`src/hw/rtl/fwrx_pkg.sv`:
```
`timescale 1ns / 1ps
// ----------------------------------------------------------------------------
// fwrx_pkg
// Shared types, codes and the bytewise CRC-32 step of the firmware image
// receiver.
// ----------------------------------------------------------------------------
package fwrx_pkg;

    // command codes
    localparam logic [2:0] CMD_DATA   = 3'd0;
    localparam logic [2:0] CMD_START  = 3'd1;
    localparam logic [2:0] CMD_END    = 3'd2;
    localparam logic [2:0] CMD_PAUSE  = 3'd3;
    localparam logic [2:0] CMD_RESUME = 3'd4;
    localparam logic [2:0] CMD_REBOOT = 3'd5;
    localparam logic [2:0] CMD_LINK   = 3'd6;

    // result kinds
    localparam logic [2:0] KIND_ACK        = 3'd0;
    localparam logic [2:0] KIND_START_FAIL = 3'd1;
    localparam logic [2:0] KIND_CRC_OK     = 3'd2;
    localparam logic [2:0] KIND_CRC_FAIL   = 3'd3;
    localparam logic [2:0] KIND_REBOOT     = 3'd4;

    // start failure causes
    localparam logic [1:0] ERR_BEGIN      = 2'd0;
    localparam logic [1:0] ERR_UNEXPECTED = 2'd1;
    localparam logic [1:0] ERR_WRITE      = 2'd2;

    // configuration register map
    localparam int unsigned   CFG_ADDR_W        = 3;
    localparam logic          REG_CAPACITY      = 1'b0;
    localparam logic [31:0]   CAPACITY_RESET    = 32'd1572864;

    // crc-32, reflected
    localparam logic [31:0] CRC_POLY = 32'hEDB88320;
    localparam logic [31:0] CRC_INIT = 32'hFFFFFFFF;

    // ack interval, a power of two, so the threshold is a mask
    localparam logic [31:0] ACK_INTERVAL = 32'd4096;
    localparam logic [31:0] ACK_MASK     = ACK_INTERVAL - 32'd1;

    typedef struct packed {
        logic [2:0]  command;
        logic [7:0]  data_byte;
        logic        last_in_chunk;
        logic        has_argument;
        logic [31:0] argument;
        logic        storage_fault;
    } fwrx_item_t;

    typedef struct packed {
        logic [2:0]  result_kind;
        logic [1:0]  error_code;
        logic [31:0] acked_bytes;
    } fwrx_result_t;

    // one byte folded into the crc, lsb first
    function automatic logic [31:0] crc32_byte(input logic [31:0] crc_in,
                                               input logic [7:0]  data);
        logic [31:0] c;
        c = crc_in ^ {24'd0, data};
        for (int k = 0; k < 8; k++)
        begin
            c = (c >> 1) ^ (CRC_POLY & {32{c[0]}});
        end
        return c;
    endfunction

endpackage

```
`src/hw/rtl/fwrx_if.sv`:
```
`timescale 1ns / 1ps
// ----------------------------------------------------------------------------
// fwrx_in_if / fwrx_out_if
// Valid/ready channels for command items and result items.
// ----------------------------------------------------------------------------
interface fwrx_in_if;
    logic        valid;
    logic        ready;
    logic [2:0]  command;
    logic [7:0]  data_byte;
    logic        last_in_chunk;
    logic        has_argument;
    logic [31:0] argument;
    logic        storage_fault;

    modport source (output valid, command, data_byte, last_in_chunk, has_argument,
                    argument, storage_fault, input ready);
    modport sink   (input valid, command, data_byte, last_in_chunk, has_argument,
                    argument, storage_fault, output ready);
endinterface

interface fwrx_out_if;
    logic        valid;
    logic        ready;
    logic [2:0]  result_kind;
    logic [1:0]  error_code;
    logic [31:0] acked_bytes;

    modport source (output valid, result_kind, error_code, acked_bytes, input ready);
    modport sink   (input valid, result_kind, error_code, acked_bytes, output ready);
endinterface

```
`src/hw/rtl/firmware_image_receive_session_unit.sv`:
```
`timescale 1ns / 1ps
// ----------------------------------------------------------------------------
// firmware_image_receive_session_unit
// Firmware image receive session: start/data/end commands, byte counting,
// reflected CRC-32 check and interval acks.
//
//   channel   direction  handshake      contents
//   in_ch     in         valid/ready    command, data byte, chunk end, argument
//   out_ch    out        valid/ready    result kind, error code, acked bytes
//   apb       in         psel/penable   partition capacity register at 0x0
//
// One item per cycle sustained while no result stalls on out_ch.ready; an item
// passes the input register, then the result register, before its result is
// valid on out_ch.
// The crc byte step and the counter add sit between those two registers.
// A result held by out_ch.ready low stops the input register; in_ch.ready
// drops only while the input register is full and cannot move on.
// Reset clears all session state; capacity returns to 1572864 bytes.
// ----------------------------------------------------------------------------
module firmware_image_receive_session_unit
    import fwrx_pkg::*;
(
    input  logic                  clk,
    input  logic                  rst_n,
    fwrx_in_if.sink               in_ch,
    fwrx_out_if.source            out_ch,
    input  logic                  psel,
    input  logic                  penable,
    input  logic                  pwrite,
    input  logic [CFG_ADDR_W-1:0] paddr,
    input  logic [31:0]           pwdata,
    output logic [31:0]           prdata,
    output logic                  pready
);

    logic        advance;
    logic        item_valid;
    fwrx_item_t  item;
    logic [31:0] capacity;

    // configuration registers
    fwrx_cfg_regs u_cfg_regs (
        .clk      (clk),
        .rst_n    (rst_n),
        .psel     (psel),
        .penable  (penable),
        .pwrite   (pwrite),
        .paddr    (paddr),
        .pwdata   (pwdata),
        .prdata   (prdata),
        .pready   (pready),
        .capacity (capacity)
    );

    // input register
    fwrx_in_stage u_in_stage (
        .clk        (clk),
        .rst_n      (rst_n),
        .in_ch      (in_ch),
        .advance    (advance),
        .item_valid (item_valid),
        .item       (item)
    );

    // session logic and result register
    fwrx_session_core u_session_core (
        .clk        (clk),
        .rst_n      (rst_n),
        .item_valid (item_valid),
        .item       (item),
        .capacity   (capacity),
        .advance    (advance),
        .out_ch     (out_ch)
    );

endmodule

```
`src/hw/rtl/fwrx_cfg_regs.sv`:
```
`timescale 1ns / 1ps
// ----------------------------------------------------------------------------
// fwrx_cfg_regs
// APB register file holding the partition capacity.
// ----------------------------------------------------------------------------
module fwrx_cfg_regs
    import fwrx_pkg::*;
(
    input  logic                  clk,
    input  logic                  rst_n,
    input  logic                  psel,
    input  logic                  penable,
    input  logic                  pwrite,
    input  logic [CFG_ADDR_W-1:0] paddr,
    input  logic [31:0]           pwdata,
    output logic [31:0]           prdata,
    output logic                  pready,
    output logic [31:0]           capacity
);

    logic [31:0] capacity_reg;
    logic        wr_en;
    logic        sel_capacity;

    assign pready       = 1'b1;
    assign sel_capacity = (paddr[2] == REG_CAPACITY);
    assign wr_en        = psel && penable && pwrite;

    // register write
    always_ff @(posedge clk or negedge rst_n)
    begin
        if (!rst_n)
        begin
            capacity_reg <= CAPACITY_RESET;
        end
        else if (wr_en && sel_capacity)
        begin
            capacity_reg <= pwdata;
        end
    end

    // read mux
    always_comb
    begin
        prdata = sel_capacity ? capacity_reg : 32'd0;
    end

    assign capacity = capacity_reg;

endmodule

```
`src/hw/rtl/fwrx_in_stage.sv`:
```
`timescale 1ns / 1ps
// ----------------------------------------------------------------------------
// fwrx_in_stage
// Input register for command items; refills in the cycle it is drained.
// ----------------------------------------------------------------------------
module fwrx_in_stage
    import fwrx_pkg::*;
(
    input  logic         clk,
    input  logic         rst_n,
    fwrx_in_if.sink      in_ch,
    input  logic         advance,
    output logic         item_valid,
    output fwrx_item_t   item
);

    logic       valid_reg;
    logic       valid_next;
    fwrx_item_t item_reg;
    logic       load;

    assign in_ch.ready = !valid_reg || advance;
    assign load        = in_ch.valid && in_ch.ready;

    // occupancy
    always_comb
    begin
        valid_next = valid_reg;
        if (advance)
        begin
            valid_next = 1'b0;
        end
        if (load)
        begin
            valid_next = 1'b1;
        end
    end

    always_ff @(posedge clk or negedge rst_n)
    begin
        if (!rst_n)
        begin
            valid_reg <= 1'b0;
        end
        else
        begin
            valid_reg <= valid_next;
        end
    end

    // payload capture
    always_ff @(posedge clk)
    begin
        if (load)
        begin
            item_reg.command       <= in_ch.command;
            item_reg.data_byte     <= in_ch.data_byte;
            item_reg.last_in_chunk <= in_ch.last_in_chunk;
            item_reg.has_argument  <= in_ch.has_argument;
            item_reg.argument      <= in_ch.argument;
            item_reg.storage_fault <= in_ch.storage_fault;
        end
    end

    assign item_valid = valid_reg;
    assign item       = item_reg;

endmodule

```
`src/hw/rtl/fwrx_session_core.sv`:
```
`timescale 1ns / 1ps
// ----------------------------------------------------------------------------
// fwrx_session_core
// Session state, byte counter, crc and ack threshold; decides each item and
// registers the result.
// ----------------------------------------------------------------------------
module fwrx_session_core
    import fwrx_pkg::*;
(
    input  logic         clk,
    input  logic         rst_n,
    input  logic         item_valid,
    input  fwrx_item_t   item,
    input  logic [31:0]  capacity,
    output logic         advance,
    fwrx_out_if.source   out_ch
);

    logic         active_reg,  active_next;
    logic         paused_reg,  paused_next;
    logic         ended_reg,   ended_next;
    logic         storage_reg, storage_next;
    logic [31:0]  total_reg,   total_next;
    logic [31:0]  count_reg,   count_next;
    logic [31:0]  crc_reg,     crc_next;
    logic [31:0]  ack_thr_reg, ack_thr_next;
    logic         out_valid_reg, out_valid_next;
    fwrx_result_t result_reg;

    logic         emit;
    fwrx_result_t result;
    logic [31:0]  count_inc;
    logic [31:0]  thr;

    // an item is taken whenever the result slot is free or being drained
    assign advance   = item_valid && (!out_valid_reg || out_ch.ready);
    assign count_inc = count_reg + 32'd1;
    assign thr       = count_inc & ~ACK_MASK;

    // command decode and state update
    always_comb
    begin
        active_next  = active_reg;
        paused_next  = paused_reg;
        ended_next   = ended_reg;
        storage_next = storage_reg;
        total_next   = total_reg;
        count_next   = count_reg;
        crc_next     = crc_reg;
        ack_thr_next = ack_thr_reg;
        emit         = 1'b0;
        result       = '0;
        unique case (item.command)
            CMD_DATA:
            begin
                if (active_reg && !paused_reg && !ended_reg)
                begin
                    if (!storage_reg)
                    begin
                        active_next        = 1'b0;
                        emit               = 1'b1;
                        result.result_kind = KIND_START_FAIL;
                        result.error_code  = ERR_UNEXPECTED;
                    end
                    else if (item.storage_fault)
                    begin
                        storage_next       = 1'b0;
                        active_next        = 1'b0;
                        emit               = 1'b1;
                        result.result_kind = KIND_START_FAIL;
                        result.error_code  = ERR_WRITE;
                    end
                    else
                    begin
                        count_next = count_inc;
                        crc_next   = crc32_byte(crc_reg, item.data_byte);
                        if (item.last_in_chunk && (thr > ack_thr_reg))
                        begin
                            ack_thr_next       = thr;
                            emit               = 1'b1;
                            result.result_kind = KIND_ACK;
                            result.acked_bytes = count_inc;
                        end
                    end
                end
            end
            CMD_START:
            begin
                emit = 1'b1;
                if (!item.has_argument || (item.argument == 32'd0))
                begin
                    result.result_kind = KIND_START_FAIL;
                    result.error_code  = ERR_BEGIN;
                end
                else
                begin
                    total_next   = 32'd0;
                    count_next   = 32'd0;
                    ack_thr_next = 32'd0;
                    paused_next  = 1'b0;
                    ended_next   = 1'b0;
                    crc_next     = CRC_INIT;
                    if (item.argument > capacity)
                    begin
                        storage_next       = 1'b0;
                        result.result_kind = KIND_START_FAIL;
                        result.error_code  = ERR_BEGIN;
                    end
                    else
                    begin
                        storage_next       = 1'b1;
                        total_next         = item.argument;
                        active_next        = 1'b1;
                        result.result_kind = KIND_ACK;
                    end
                end
            end
            CMD_END:
            begin
                emit               = 1'b1;
                result.result_kind = KIND_CRC_FAIL;
                if (item.has_argument && active_reg)
                begin
                    storage_next = 1'b0;
                    if ((count_reg != total_reg) || ((crc_reg ^ CRC_INIT) != item.argument)
                        || !storage_reg)
                    begin
                        active_next = 1'b0;
                    end
                    else
                    begin
                        ended_next         = 1'b1;
                        result.result_kind = KIND_CRC_OK;
                    end
                end
            end
            CMD_PAUSE:
            begin
                paused_next = 1'b1;
            end
            CMD_RESUME:
            begin
                paused_next = 1'b0;
            end
            CMD_REBOOT:
            begin
                emit               = 1'b1;
                result.result_kind = KIND_REBOOT;
            end
            CMD_LINK:
            begin
                active_next = 1'b0;
                paused_next = 1'b0;
            end
            default:
            begin
                emit = 1'b0;
            end
        endcase
    end

    // result slot occupancy
    always_comb
    begin
        out_valid_next = out_valid_reg;
        if (out_ch.ready)
        begin
            out_valid_next = 1'b0;
        end
        if (advance && emit)
        begin
            out_valid_next = 1'b1;
        end
    end

    // session state
    always_ff @(posedge clk or negedge rst_n)
    begin
        if (!rst_n)
        begin
            active_reg    <= 1'b0;
            paused_reg    <= 1'b0;
            ended_reg     <= 1'b0;
            storage_reg   <= 1'b0;
            total_reg     <= 32'd0;
            count_reg     <= 32'd0;
            crc_reg       <= 32'd0;
            ack_thr_reg   <= 32'd0;
            out_valid_reg <= 1'b0;
        end
        else
        begin
            out_valid_reg <= out_valid_next;
            if (advance)
            begin
                active_reg  <= active_next;
                paused_reg  <= paused_next;
                ended_reg   <= ended_next;
                storage_reg <= storage_next;
                total_reg   <= total_next;
                count_reg   <= count_next;
                crc_reg     <= crc_next;
                ack_thr_reg <= ack_thr_next;
            end
        end
    end

    // result payload
    always_ff @(posedge clk)
    begin
        if (advance && emit)
        begin
            result_reg <= result;
        end
    end

    assign out_ch.valid       = out_valid_reg;
    assign out_ch.result_kind = result_reg.result_kind;
    assign out_ch.error_code  = result_reg.error_code;
    assign out_ch.acked_bytes = result_reg.acked_bytes;

    // a finished session never keeps storage open
    assert property (@(posedge clk) disable iff (!rst_n)
        !(ended_reg && storage_reg))
        else $error("ended session with storage still running");

    // ack threshold stays on an interval boundary
    assert property (@(posedge clk) disable iff (!rst_n)
        (ack_thr_reg & ACK_MASK) == 32'd0)
        else $error("ack threshold off interval boundary");

    // no item is taken while a result waits unclaimed
    assert property (@(posedge clk) disable iff (!rst_n)
        (out_valid_reg && !out_ch.ready) |-> !advance)
        else $error("item taken over a stalled result");

    // a good start answers with an ack of zero bytes
    assert property (@(posedge clk) disable iff (!rst_n)
        (advance && (item.command == CMD_START) && item.has_argument
         && (item.argument != 32'd0) && (item.argument <= capacity))
        |=> (out_valid_reg && (result_reg.result_kind == KIND_ACK)
             && (result_reg.acked_bytes == 32'd0)))
        else $error("good start without zero-count ack");

endmodule

```
`src/flat_wrapper.sv`:
```
// flat-port wrapper written by rule: the top's interface ports become plain ports
module firmware_image_receive_session_unit_flat import fwrx_pkg::*;
  (clk, rst_n, psel, penable, pwrite, paddr, pwdata, prdata, pready, in_ch_valid, in_ch_command, in_ch_data_byte, in_ch_last_in_chunk, in_ch_has_argument, in_ch_argument, in_ch_storage_fault, in_ch_ready, out_ch_valid, out_ch_result_kind, out_ch_error_code, out_ch_acked_bytes, out_ch_ready);
  fwrx_in_if in_ch_i ();
  fwrx_out_if out_ch_i ();
  input  logic clk;
  input  logic rst_n;
  input  logic psel;
  input  logic penable;
  input  logic pwrite;
  input  logic [CFG_ADDR_W-1:0] paddr;
  input  logic [31:0] pwdata;
  output logic [31:0] prdata;
  output logic pready;
  input wire logic [$bits(in_ch_i.valid)-1:0] in_ch_valid;
  input wire logic [$bits(in_ch_i.command)-1:0] in_ch_command;
  input wire logic [$bits(in_ch_i.data_byte)-1:0] in_ch_data_byte;
  input wire logic [$bits(in_ch_i.last_in_chunk)-1:0] in_ch_last_in_chunk;
  input wire logic [$bits(in_ch_i.has_argument)-1:0] in_ch_has_argument;
  input wire logic [$bits(in_ch_i.argument)-1:0] in_ch_argument;
  input wire logic [$bits(in_ch_i.storage_fault)-1:0] in_ch_storage_fault;
  output wire logic [$bits(in_ch_i.ready)-1:0] in_ch_ready;
  output wire logic [$bits(out_ch_i.valid)-1:0] out_ch_valid;
  output wire logic [$bits(out_ch_i.result_kind)-1:0] out_ch_result_kind;
  output wire logic [$bits(out_ch_i.error_code)-1:0] out_ch_error_code;
  output wire logic [$bits(out_ch_i.acked_bytes)-1:0] out_ch_acked_bytes;
  input wire logic [$bits(out_ch_i.ready)-1:0] out_ch_ready;
  assign in_ch_i.valid = in_ch_valid;
  assign in_ch_i.command = in_ch_command;
  assign in_ch_i.data_byte = in_ch_data_byte;
  assign in_ch_i.last_in_chunk = in_ch_last_in_chunk;
  assign in_ch_i.has_argument = in_ch_has_argument;
  assign in_ch_i.argument = in_ch_argument;
  assign in_ch_i.storage_fault = in_ch_storage_fault;
  assign in_ch_ready = in_ch_i.ready;
  assign out_ch_valid = out_ch_i.valid;
  assign out_ch_result_kind = out_ch_i.result_kind;
  assign out_ch_error_code = out_ch_i.error_code;
  assign out_ch_acked_bytes = out_ch_i.acked_bytes;
  assign out_ch_i.ready = out_ch_ready;
  firmware_image_receive_session_unit u_core (.clk(clk), .rst_n(rst_n), .in_ch(in_ch_i), .out_ch(out_ch_i), .psel(psel), .penable(penable), .pwrite(pwrite), .paddr(paddr), .pwdata(pwdata), .prdata(prdata), .pready(pready));
endmodule
```
`config.mk`:
```
export PLATFORM = sky130hd
export DESIGN_NAME = firmware_image_receive_session_unit_flat
export DESIGN_NICKNAME = d
export VERILOG_FILES = /design/src/hw/rtl/fwrx_pkg.sv /design/src/hw/rtl/fwrx_if.sv /design/src/hw/rtl/firmware_image_receive_session_unit.sv /design/src/hw/rtl/fwrx_cfg_regs.sv /design/src/hw/rtl/fwrx_in_stage.sv /design/src/hw/rtl/fwrx_session_core.sv /design/src/flat_wrapper.sv
export SDC_FILE = /design/constraint.sdc
export NUM_CORES = 1
export LEC_CHECK = 0
export CAP_MARGIN = 10
export CORE_MARGIN = 2
export CORE_UTILIZATION = 55
export CTS_CLUSTER_SIZE = 14
export DETAILED_ROUTE_END_ITERATION = 10
export DONT_BUFFER_PORTS = 1
export PLACE_DENSITY = 0.69
export SKIP_LAST_GASP = 1
export SLEW_MARGIN = 20
export SYNTH_ARGS = -nofsm -noshare
export SYNTH_HDL_FRONTEND = slang
export SYNTH_SLANG_ARGS = --single-unit
```
`constraint.sdc`:
```
create_clock -name clk -period 7.7 [get_ports clk]
set_clock_uncertainty 0.15 [all_clocks]
set_input_delay 0.385 -clock clk [delete_from_list [all_inputs] [get_ports clk]]
set_output_delay 0.385 -clock clk [all_outputs]
set_load 0.01 [all_outputs]
```
# Word-level counts from Yosys, hierarchy flattened
# Index checks and enable logic that the tools add are counted.
[op_classes]
addsub = 1
eq_ne = 18
mux = 59
n_bitwise = 16
order_cmp = 2
reduce_logical = 40
[ops]
columns = ["op", "n"]
rows = [
  ["$mux W32", 17],
  ["$xor A31 B32 Y32", 8],
  ["$pmux W32 S2", 3],
  ["$gt A32 B32 Y1", 2],
  ["$ne A32 B32 Y1", 2],
  ["$mux W37", 1],
  ["$add A32 B1 Y32 const B", 1],
  ["$logic_not A32 Y1", 1],
  ["$not A32 Y32", 1],
  ["$xor A32 B8 Y32", 1],
  ["$mux W1", 27],
  ["$ne A2 B2 Y1 const B", 9],
  ["$pmux W3 S4", 1],
  ["$logic_and A1 B1 Y1", 10],
  ["$mux W5", 2],
  ["$reduce_and A5 Y1", 2],
  ["$eq A3 B3 Y1 const B", 3],
  ["$reduce_and A8 Y1", 1],
  ["$reduce_bool A2 Y1", 4],
  ["$reduce_and A7 Y1", 1],
  ["$eq A3 B2 Y1 const B", 2],
  ["$logic_not A1 Y1", 6],
  ["$not A1 Y1", 6],
  ["$pmux W1 S3", 2],
  ["other kinds (16)", 23],
]
[word_totals]
elab_cells = 156
register_bits = 249
output_inout_bits = 72

# Longest topological paths before layout
# Gate-level depths: netlist of run 1.
[depth]
depth_word = 13
ltp_mapped = 17
depth_no_buf = 16

# Cells and area by module
# Synthesis of run 1 repeated with hierarchy kept, for this count alone.
[hier_totals]
hier_cells = 1257
area_unflattened_um2 = 13076.3
[modules_own_cells]
columns = ["mod", "n_inst", "cells_each", "area_per_inst_um2"]
rows = [
  ["fwrx_session_core", 1, 1102, 10084.7],
  ["fwrx_cfg_regs", 1, 105, 1556.5],
  ["fwrx_in_stage", 1, 50, 1435.1],
]

# Worst setup path after synthesis of run 1
# Ideal clock, no wire load.
[synth_timing]
path_kind = "reg2reg"
start = "register u_core.u_session_core.count_reg[5]"
end = "register u_core.u_session_core.result_reg, in the netlist u_core.u_session_core.out_ch.acked_bytes[0], enable pin"
slack_ps = 1191
t_arrival_ps = 5876
required_ps = 7067
path_stages_with_launch = 15
setup_time_ps = 483
cell_sequence = "dfrtp_1 > buf_4 > and4_2 > nand4_4 > or2_1 > or4_1 > xor2_1 > inv_1 > ha_1 > nand4_1 > or4_1 > a21o_1 > nand4_1 > a21oi_1 > o21ai_0"
[synth_between]
elab_chain_len = 9
[synth_rtl]
columns = ["item", "line_no", "source"]
rows = [
  ["from (decl)", "fwrx_session_core.sv:24", "logic [31:0] count_reg, count_next;"],
  ["from (signal assigned)", "fwrx_session_core.sv:201", "count_reg <= count_next;"],
  ["$add A32 B1 Y32", "fwrx_session_core.sv:37", "assign count_inc = count_reg + 32'd1;"],
  ["net u_core.u_session_core.count_inc[31]", "fwrx_session_core.sv:32", "logic [31:0] count_inc;"],
  ["$gt A32 B32 Y1", "fwrx_session_core.sv:77", "if (item.last_in_chunk && (thr > ack_thr_reg))"],
  ["$logic_and A1 B1 Y1", "fwrx_session_core.sv:77", ""],
  ["$mux W1", "fwrx_session_core.sv:77", ""],
  ["$mux W1", "fwrx_session_core.sv:65", "else if (item.storage_fault)"],
  ["$mux W1", "fwrx_session_core.sv:58", "if (!storage_reg)"],
  ["$mux W1", "fwrx_session_core.sv:56", "if (active_reg && !paused_reg && !ended_reg)"],
  ["$pmux W1 S2", "fwrx_session_core.sv:53", "unique case (item.command)"],
  ["$logic_and A1 B1 Y1", "fwrx_session_core.sv:211", "if (advance && emit)"],
  ["to (signal assigned)", "fwrx_session_core.sv:213", "result_reg <= result;"],
  ["to (decl)", "fwrx_session_core.sv:28", "fwrx_result_t result_reg;"],
]
# The timed path passes the listed nets, and every way through them passes these cells.
# A chain may end at the register's enable or synchronous reset.

# Worst setup path after layout of run 1
[layout_timing]
start = "register u_core.u_session_core.count_reg[0]"
end = "register u_core.u_session_core.result_reg, in the netlist u_core.u_session_core.out_ch.acked_bytes[18], enable pin"
# The elaborated chain is that of the path after synthesis.

==> results of run 1 <==
[per-stage QoR]
stage	cell area [um^2]	hold slack, ns
after global routing	14300	0.311
after detailed placement	12600	-0.0535
final	14300	0.328
after global placement	12600	-0.0532
after floorplan	12400	-0.0606
after CTS	14300	0.310
[cell usage in the layout, fill, tap and decap left out, types with 7 or more instances in the layout]
cell           count
a21oi_1           31
a31oi_1           30
and4_1             7
buf_4              9
clkbuf_16         27
dfrtp_1          152
dlygate4sd3_1     82
edfxtp_1          83
ha_1              53
inv_1             91
mux2_2            32
nand2_1          140
nand2b_1           7
nand3_1           22
nand4_1           25
nor2_1           132
nor2b_1           11
nor4_1            18
o21ai_0           51
o21ai_1           24
o22ai_1           13
o31ai_1           21
xnor2_1           70
xor2_1            63
[worst max path at each step]
stage | from | end | slack, ns | depth (start not counted)
after floorplan | u_core.u_session_core.count_reg[5] | u_core.u_session_core.out_ch.acked_bytes[0] | 1.19 | 14
after global placement | u_core.u_session_core.count_reg[0] | u_core.u_session_core.out_ch.acked_bytes[25] | 2.25 | 15
after detailed placement | u_core.u_session_core.count_reg[0] | u_core.u_session_core.out_ch.acked_bytes[6] | 2.12 | 15
after CTS | u_core.u_session_core.count_reg[0] | u_core.u_session_core.out_ch.acked_bytes[30] | 2.13 | 15
after global routing | u_core.u_session_core.count_reg[0] | u_core.u_session_core.out_ch.acked_bytes[13] | 1.98 | 15
final | u_core.u_session_core.count_reg[0] | u_core.u_session_core.out_ch.acked_bytes[18] | 2.46 | 16
[cell families after synthesis]
logic type,Yosys count
xor+xnor,137
compound gates,212
buf+inv,147
flops,237
fa+ha+maj,53
mux,32
simple gates,399
other cells,1
[layout make-up]
cell class / instances / area, um^2 / share of cell area
Multi-Input combinational cell: 834 / 5480 / 0.382
Inverter: 91 / 342 / 0.0238
Clock buffer: 33 / 718 / 0.0501
Timing Repair Buffer: 93 / 943 / 0.0658
Sequential cell: 237 / 6350 / 0.443
Clock inverter: 15 / 155 / 0.0108
Tap cell: 280 / 350 / 0.0244
[where the power goes]
group          switching (uW)  internal [uW]
logic                     762            645
registers                 243           1520
clock network             513            760
[per-layer routing]
| metal | up-vias | share of wire |
|---|---|---|
| met2 | 347 | 0.47 |
| met1 | 4428 | 0.44 |
| li1 | 4362 | - |
| met4 | 0 | 0.031 |
| met5 | - | 0 |
| met3 | 59 | 0.063 |
==> impl_metrics.yaml, run 1 <==
synth:
  synth_edf_count: 83
  synth_most_common_cell: "dfrtp_1"
  synthAdderAreaFrac: 0.0536
  syn_inst: 1218
  syn-cell-area_mm2: 0.0124
  synth-xor-area-share: 0.100
  synth_seq_cells: 237
  synth_compound_area_frac: 0.106
  yosys-top-cells-count: "152 x dfrtp_1, 140 x nand2_1, 132 x nor2_1"
  yosysTopAreaCellShare: 0.307
  ys_seq_area_frac: 0.513
  async_reset_ff_frac: 0.650
  yosys-top-cells-area: "dfrtp_1 31%, edfxtp_1 20%, ha_1 5.4%"
  yosys.cell_types.count: 63
  yosysWarnings: 0
  synth_mux_area_frac: 0.0291
  yosysTopAreaCell: "dfrtp_1"
  synth_top_family_by_area: "simple AND/OR/NAND/NOR gates"
  ys.flop_type: "dfrtp_1"
  synth_nets: 1359
  synth-simple-area-share: 0.150
  avgSynthCellArea_um2: 10.2
flow_run:
  max-cap-violations: 0
cells_and_area:
  finalNonFillerCells: 1583
  layout.nets: 1424
  drive_above_1_share: 0.0814
  largest_reg_flops: 46
  utilization: 0.653
  syn2layout_area_growth_pct: 15.8
  n_fill_cell: 1684
  diodes: 0
global_route:
  grt_use_met3: 0.0414
  grt_pass1_vias: 8885
  busiest_layer: "met2"
  gr-usage-met2: 0.423
  grt_use_met1: 0.372
  antenna_found_initial: 0
  grt_overflow: 0
  grt_max_degree: 155
  grt_usage: 0.264
  grt_pass1_wl_um: 49300
placement:
  dp_hpwl_um: 21200
  pre_cts_ws_ns: 2.12
  io_buffers: 0
  gp_congestion: 0.912
  place_inst: 1451
worst_setup_path:
  r2r_end: "u_core.u_session_core.out_ch.acked_bytes[18]"
  crit_path_start_kind: "register"
  cp.buffers_inverters: 2
  r2r_slack_ns: 2.46
  path_class: "register to register"
  required_ns: 7.79
  worst_path_max_delay_cell: "nor2_1"
  rr_worst_depth: 16
  crit_fanout: 25
  reg2reg_from: "u_core.u_session_core.count_reg[0]"
  crit_family: "simple AND/OR/NAND/NOR gates"
  endpoint_kind: "register"
  slowest_delay_ns: 0.67
  crit_chain: "ha_1 > and4_1 > nand2_1 > nor2_1 > nand3_1 > nor2_1 > xnor2_1 > inv_1 > ha_1 > nand4_1 > or4_1 > a21o_1 > nand4_1 > a21oi_1 > o21ai_4 > buf_16"
  critPathArrivalTime_ns: 5.33
cts:
  clk_latency_ns: 0.53
  cts_hold_buf: 83
  clk_path_buf_depth: 3
  post_cts.repair.setup_buffers: 0
  numCtsBuffers: 26
  cts_root_buffer: "clkbuf_16"
  clk_pin_slew_worst_paths_ns: 0.06
  h-tree-depth: 1
  cts.sinks: 237
  cts_tree: "done"
  cts.repair.resized: 0
power:
  finalPower_uw: 4440
  ir_drop_uv: 216
  leakagePower_uw: 0.00594
  power.density_mw_per_mm2: 310
timing:
  fin_crit_ns: 5.24
  final.setup.worst_slack_ns: 2.46
  slew_headroom: 0.357
  post-route-period-util: 0.680
  finalSetupViolCount: 0
  rsz0062_at_grt: "false"
  fmax_mhz: 191
  hold_viol: 0
  finalSetupTns_ns: 0
  slew_viol_final: 0
  worst_pin_slew_ns: 0.940
die:
  core_mm2: 0.0220
  die_y_um: 154
  die_area_mm2: 0.0237
  die_x_um: 154
  io_pins: 160
  start_util: 0.564
  row_count: 54
routing:
  firstDrtPassIters: 6
  wl_um: 30800
  wl_per_cell_um: 19.5
  ant_nets: 0
  vias_per_cell: 5.81
  drc: 0
  drtIter0Drc: 712
  vias: 9196
outcome:
  status: "finished clean"
worst_hold_path:
  hold_class: "input pin to async pin"
Note: power is estimated with default switching activity, not from simulation.
==> run 2, diff against run 1 <==
==> constraint.sdc (replaced) <==
create_clock -name clk -period 4.98 [get_ports clk]
set_clock_uncertainty 0.15 [all_clocks]
set_input_delay 0.249 -clock clk [delete_from_list [all_inputs] [get_ports clk]]
set_output_delay 0.249 -clock clk [all_outputs]
set_load 0.01 [all_outputs]
==> run 2 against run 1 <==
  * Utilization increased by 0.99 points
  * Clock power up 72%
  * Hold slack worse by 0.14 ns
  * Non-clock buffer count increased by 16
  * First-iteration DRC count grew 2.2%
  * Worst setup slack worse by 2.1 ns
  * Maximum frequency increased by 13%
  * Sequential share of layout area fell by 0.66 points
  * Routed wire length increased by 1.6%
  * Critical path type unchanged
  * Largest cell class unchanged
==> impl_metrics.yaml, run 2 (synthesized netlist as in run 1, its figures left out) <==
worst_setup_path:
  endpoint_kind: "register"
  crit_fanout: 37
  r2r_slack_ns: 0.33
  required_ns: 5.11
  path_class: "register to register"
  critPathArrivalTime_ns: 4.77
  crit_path_start_kind: "register"
  rr_worst_depth: 15
  r2r_end: "u_core.u_session_core.out_ch.acked_bytes[18]"
  reg2reg_from: "u_core.u_session_core.count_reg[0]"
die:
  die_x_um: 154
  start_util: 0.564
  core_mm2: 0.0220
  die_area_mm2: 0.0237
  io_pins: 160
  row_count: 54
  die_y_um: 154
cts:
  post_cts.repair.setup_buffers: 0
  h-tree-depth: 1
  clk_pin_slew_worst_paths_ns: 0.06
  clk_path_buf_depth: 3
  cts_tree: "done"
  cts.sinks: 237
  cts_root_buffer: "clkbuf_16"
  numCtsBuffers: 26
  clk_latency_ns: 0.54
cells_and_area:
  diodes: 0
  layout.nets: 1440
  largest_reg_flops: 46
  utilization: 0.663
  mostFrequentLayoutCell: "dfrtp_1"
  n_fill_cell: 1657
  final_cell_mix: "152 x dfrtp_1, 140 x nand2_1, 132 x nor2_1, 91 x inv_1, 83 x edfxtp_1"
  finalNonFillerCells: 1599
  drive_above_1_share: 0.0948
  syn2layout_area_growth_pct: 17.6
timing:
  post-route-period-util: 0.933
  hold_viol: 0
  fin_crit_ns: 4.65
  worst_pin_slew_ns: 1.02
  finalSetupViolCount: 0
  finalSetupTns_ns: 0
  rsz0062_at_grt: "false"
  slew_headroom: 0.305
  slew_viol_final: 0
  fmax_mhz: 215
  final.setup.worst_slack_ns: 0.333
worst_hold_path:
  hold_class: "input pin to register"
  hold_end: "u_core.u_in_stage.item[14]"
  whs_path_depth: 1
  min_from: "in_ch_argument[13]"
global_route:
  grt_max_degree: 155
  antenna_found_initial: 0
  grt_usage: 0.267
  grt_pass1_vias: 8978
  grt_pass1_wl_um: 50000
  grt_overflow: 0
placement:
  pre_cts_ws_ns: 0.362
  io_buffers: 0
  gp_congestion: 0.946
  dp_hpwl_um: 21900
  place_inst: 1468
routing:
  wl_um: 31300
  wl_per_cell_um: 19.6
  vias: 9162
  drtIter0Drc: 728
  vias_per_cell: 5.73
  ant_nets: 0
  drc: 0
  firstDrtPassIters: 5
flow_run:
  max-cap-violations: 0
power:
  ir_drop_uv: 456
  power.density_mw_per_mm2: 485
  leakagePower_uw: 0.00606
outcome:
  status: "finished clean"
[run 2: changes by cell type in the layout (fill, tap and decap cells not counted), moves of 2 or more]
cell	previous run	this run
clkinvlp_4	2	4
bufinv_16	3	7
buf_4	9	24
buf_12	0	2
clkbuf_1	4	1
[run 2: critical path, stage by stage, from the launching register on]
cell and delay [ns]:
dfrtp_1 0.46, and3_1 0.34, nand4_4 0.16, or2_1 0.30, nor2_2 0.26, nand3_1 0.13, xor2_1 0.30, inv_1 0.09
ha_1 0.32, nand4_1 0.17, or4_1 0.59, o21ai_1 0.37, a21oi_1 0.12, a21oi_1 0.31, o21ai_4 0.11, buf_12 0.18
[run 2: area by class of cell]
cell class,count,area (um^2),share of cell area
timing repair buffer,109,1070,0.0734
tap,280,350,0.0241
clock inverter,19,278,0.0191
clock buffer,29,693,0.0476
multi-input combinational,834,5480,0.376
sequential,237,6350,0.436
inverter,91,342,0.0235
[run 2: worst max-delay path by stage]
stage / startpoint / to / slack (ns) / cells past startpoint
after floorplan: u_core.u_session_core.count_reg[5] / u_core.u_session_core.out_ch.acked_bytes[0] / 0.16 / 14
after global placement: u_core.u_session_core.count_reg[0] / u_core.u_session_core.out_ch.acked_bytes[27] / 0.42 / 15
after detailed placement: u_core.u_session_core.count_reg[0] / u_core.u_session_core.out_ch.acked_bytes[27] / 0.36 / 15
after CTS: u_core.u_session_core.count_reg[0] / u_core.u_session_core.out_ch.acked_bytes[18] / 0.32 / 15
after global routing: u_core.u_session_core.count_reg[0] / u_core.u_session_core.out_ch.acked_bytes[18] / 0.003 / 15
final: u_core.u_session_core.count_reg[0] / u_core.u_session_core.out_ch.acked_bytes[18] / 0.33 / 15
[run 2: repair_timing]
item	CTS	global route
gates resized for setup	0	0
endpoints found under the hold margin	234	0
hold buffers	83	0
[run 2: report_power, final]
part | internal (uW) | total, uW | switching (uW)
sequential | 2350 | 2730 | 375
clock | 1360 | 2180 | 815
combinational | 1000 | 2160 | 1160
total | 4710 | 7060 | 2350
[run 2: metrics by stage]
stage               cell area, um^2  total power, uW  hold slack, ns
floorplan                     12400             4320          -0.197
global placement              12700             4760          -0.189
detailed placement            12700             4800          -0.191
CTS                           14600             7080           0.165
global route                  14600             7420           0.182
finish                        14600             7060           0.188
[run 2: metal layers]
layer / track usage / wire length (um)
met3: 0.0431 / 1850
met5: 0 / 0
met1: 0.375 / 14000
met2: 0.428 / 14500
met4: 0.0854 / 1040
==> run 3, diff against run 2 <==
==> constraint.sdc (replaced) <==
create_clock -name clk -period 4.98 [get_ports clk]
set_clock_uncertainty 0.15 [all_clocks]
set_input_delay 0.498 -clock clk [delete_from_list [all_inputs] [get_ports clk]]
set_output_delay 0.498 -clock clk [all_outputs]
set_load 0.01 [all_outputs]
==> run 3 against run 2 <==
  * Clock power decreased by 9.6%
  * Via count up 2.4%
  * Non-clock buffer count is the same
  * Critical endpoint is now u_core.u_session_core.ack_thr_reg[21]
==> impl_metrics.yaml, run 3 (synthesized netlist as in run 1, its figures left out) <==
worst_setup_path:
  crit_path_start_kind: "register"
  slowest_delay_ns: 0.58
  path_class: "register to register"
  crit_chain: "and3_1 > nand4_4 > or2_1 > nor2_2 > nand3_1 > xor2_1 > inv_1 > ha_1 > nand4_1 > or4_1 > a21o_1 > a41oi_2 > nand3_1 > o21ai_1"
  cp.buffers_inverters: 1
  worst-path-stages: 14
  r2r_slack_ns: 0.30
  required_ns: 5.26
  crit_fanout: 12
  r2r_end: "u_core.u_session_core.ack_thr_reg[21]"
  reg2reg_from: "u_core.u_session_core.count_reg[0]"
  crit_family: "simple AND/OR/NAND/NOR gates"
  critPathArrivalTime_ns: 4.96
  endpoint_kind: "register"
  rr_worst_depth: 14
  worst_path_max_delay_cell: "or4_1"
  crit_top_cell: "nand3_1"
outcome:
  status: "finished clean"
die:
  row_count: 54
  start_util: 0.564
  die_x_um: 154
  die_area_mm2: 0.0237
  core_mm2: 0.0220
  io_pins: 160
  die_y_um: 154
timing:
  hold_viol: 0
  fmax_mhz: 214
  finalSetupViolCount: 0
  slew_headroom: 0.293
  final.setup.worst_slack_ns: 0.301
  finalSetupTns_ns: 0
  slew_viol_final: 0
  fin_crit_ns: 4.68
  rsz0062_at_grt: "false"
  post-route-period-util: 0.940
  worst_pin_slew_ns: 1.03
cells_and_area:
  utilization: 0.659
  syn2layout_area_growth_pct: 16.8
  drive_above_1_share: 0.0933
  diodes: 0
  mostFrequentLayoutCell: "dfrtp_1"
  layout.nets: 1440
  n_fill_cell: 1701
  largest_reg_flops: 46
  final_cell_mix: "152 x dfrtp_1, 140 x nand2_1, 131 x nor2_1, 91 x inv_1, 83 x edfxtp_1"
power:
  p_clk_frac: 0.286
  power.density_mw_per_mm2: 475
  power.switching_uw: 2350
  p_int_uw: 4520
  finalPower_uw: 6860
  p_comb_frac: 0.316
  leakagePower_uw: 0.00602
  ir_drop_uv: 336
  switching_share: 0.342
  power_frac_seq: 0.398
routing:
  drc: 0
  met2_length_um: 15600
  vias: 9384
  ant_nets: 0
  met3_wirelength_um: 2120
  routed.top_layer: "met4"
  wl_per_cell_um: 20.2
  drtIter0Drc: 717
  wl_um: 32300
  firstDrtPassIters: 5
  vias_per_cell: 5.87
  wl_met1_um: 13600
worst_hold_path:
  whs_path_depth: 2
  hold_end: "u_core.u_session_core.out_ch.valid"
  hold_class: "input pin to register"
  min_from: "out_ch_ready"
cts:
  clk_latency_ns: 0.55
  h-tree-depth: 1
  cts.sinks: 237
  cts_root_buffer: "clkbuf_16"
  post_cts.repair.setup_buffers: 0
  cts_tree: "done"
  numCtsBuffers: 26
  clk_pin_slew_worst_paths_ns: 0.06
  clk_path_buf_depth: 3
global_route:
  grt_max_degree: 155
  grt_overflow: 0
  grt_usage: 0.274
  grt_pass1_wl_um: 51200
  antenna_found_initial: 0
  grt_pass1_vias: 9295
placement:
  pre_cts_ws_ns: 0.271
  gp_congestion: 0.968
  dp_hpwl_um: 22200
  io_buffers: 0
flow_run:
  max-cap-violations: 0
-- run 3: cell count changes in the layout (fill, tap and decap cells not counted), moves of 2 or more --
cell / change
bufinv_16: -3
clkinvlp_4: -2
clkbuf_1: +2
clkinv_1: +5
buf_4: +2
dlygate4sd3_1: -2
clkinv_2: -2
-- run 3: worst max path at each step --
stage | startpoint | end | slack, ns
final | u_core.u_session_core.count_reg[0] | u_core.u_session_core.ack_thr_reg[21] | 0.30
after global routing | u_core.u_session_core.count_reg[0] | u_core.u_session_core.ack_thr_reg[20] | 0.01
after CTS | u_core.u_session_core.count_reg[0] | u_core.u_session_core.out_ch.acked_bytes[25] | 0.25
after detailed placement | u_core.u_session_core.count_reg[0] | u_core.u_session_core.out_ch.acked_bytes[27] | 0.27
after global placement | u_core.u_session_core.count_reg[0] | u_core.u_session_core.out_ch.acked_bytes[25] | 0.35
after floorplan | u_core.u_session_core.count_reg[5] | u_core.u_session_core.out_ch.acked_bytes[0] | 0.16
-- run 3: layout make-up --
class / count / area [um^2] / share of cell area
Timing Repair Buffer: 109 / 1060 / 0.0735
Clock buffer: 29 / 662 / 0.0458
Inverter: 91 / 342 / 0.0236
Multi-Input combinational cell: 834 / 5490 / 0.380
Tap cell: 280 / 350 / 0.0242
Sequential cell: 237 / 6350 / 0.439
Clock inverter: 19 / 206 / 0.0143
-- run 3: worst register-to-register path: stages, from the launching register on --
cell     delay (ns)
dfrtp_1        0.49
and3_1         0.39
nand4_4        0.17
or2_1          0.31
nor2_2         0.27
nand3_1        0.13
xor2_1         0.36
inv_1          0.09
ha_1           0.30
nand4_1        0.12
or4_1          0.58
a21o_1         0.22
a41oi_2        0.28
nand3_1        0.44
o21ai_1        0.29
-- run 3: power groups by stage --
stage	clock network, uW	logic, uW	registers, uW
floorplan	0	1700	2610
global placement	0	2020	2740
detailed placement	0	2050	2750
CTS	1990	2150	2720
global route	2070	2390	2760
finish	1970	2170	2730
-- run 3: repair_timing --
| action | CTS | global route |
|---|---|---|
| gates resized for setup | 0 | 3 |
| endpoints found under the hold margin | 233 | 0 |
| endpoints found under the setup margin | 0 | 38 |
| hold buffers | 81 | 0 |
-- run 3: per-stage QoR --
stage	hold slack (ns)	instance area [um^2]	cells
floorplan	0.0524	12400	1218
global placement	0.0610	12800	1470
detailed placement	0.0608	12800	1470
CTS	0.0630	14400	1599
global route	0.0948	14500	1599
finish	0.0692	14500	1599
-- run 3: layer usage --
metal | vias to the layer above | GRT usage
met5 | - | 0
met4 | 0 | 0.0854
met3 | 59 | 0.0488
met2 | 355 | 0.452
met1 | 4581 | 0.370
li1 | 4389 | -
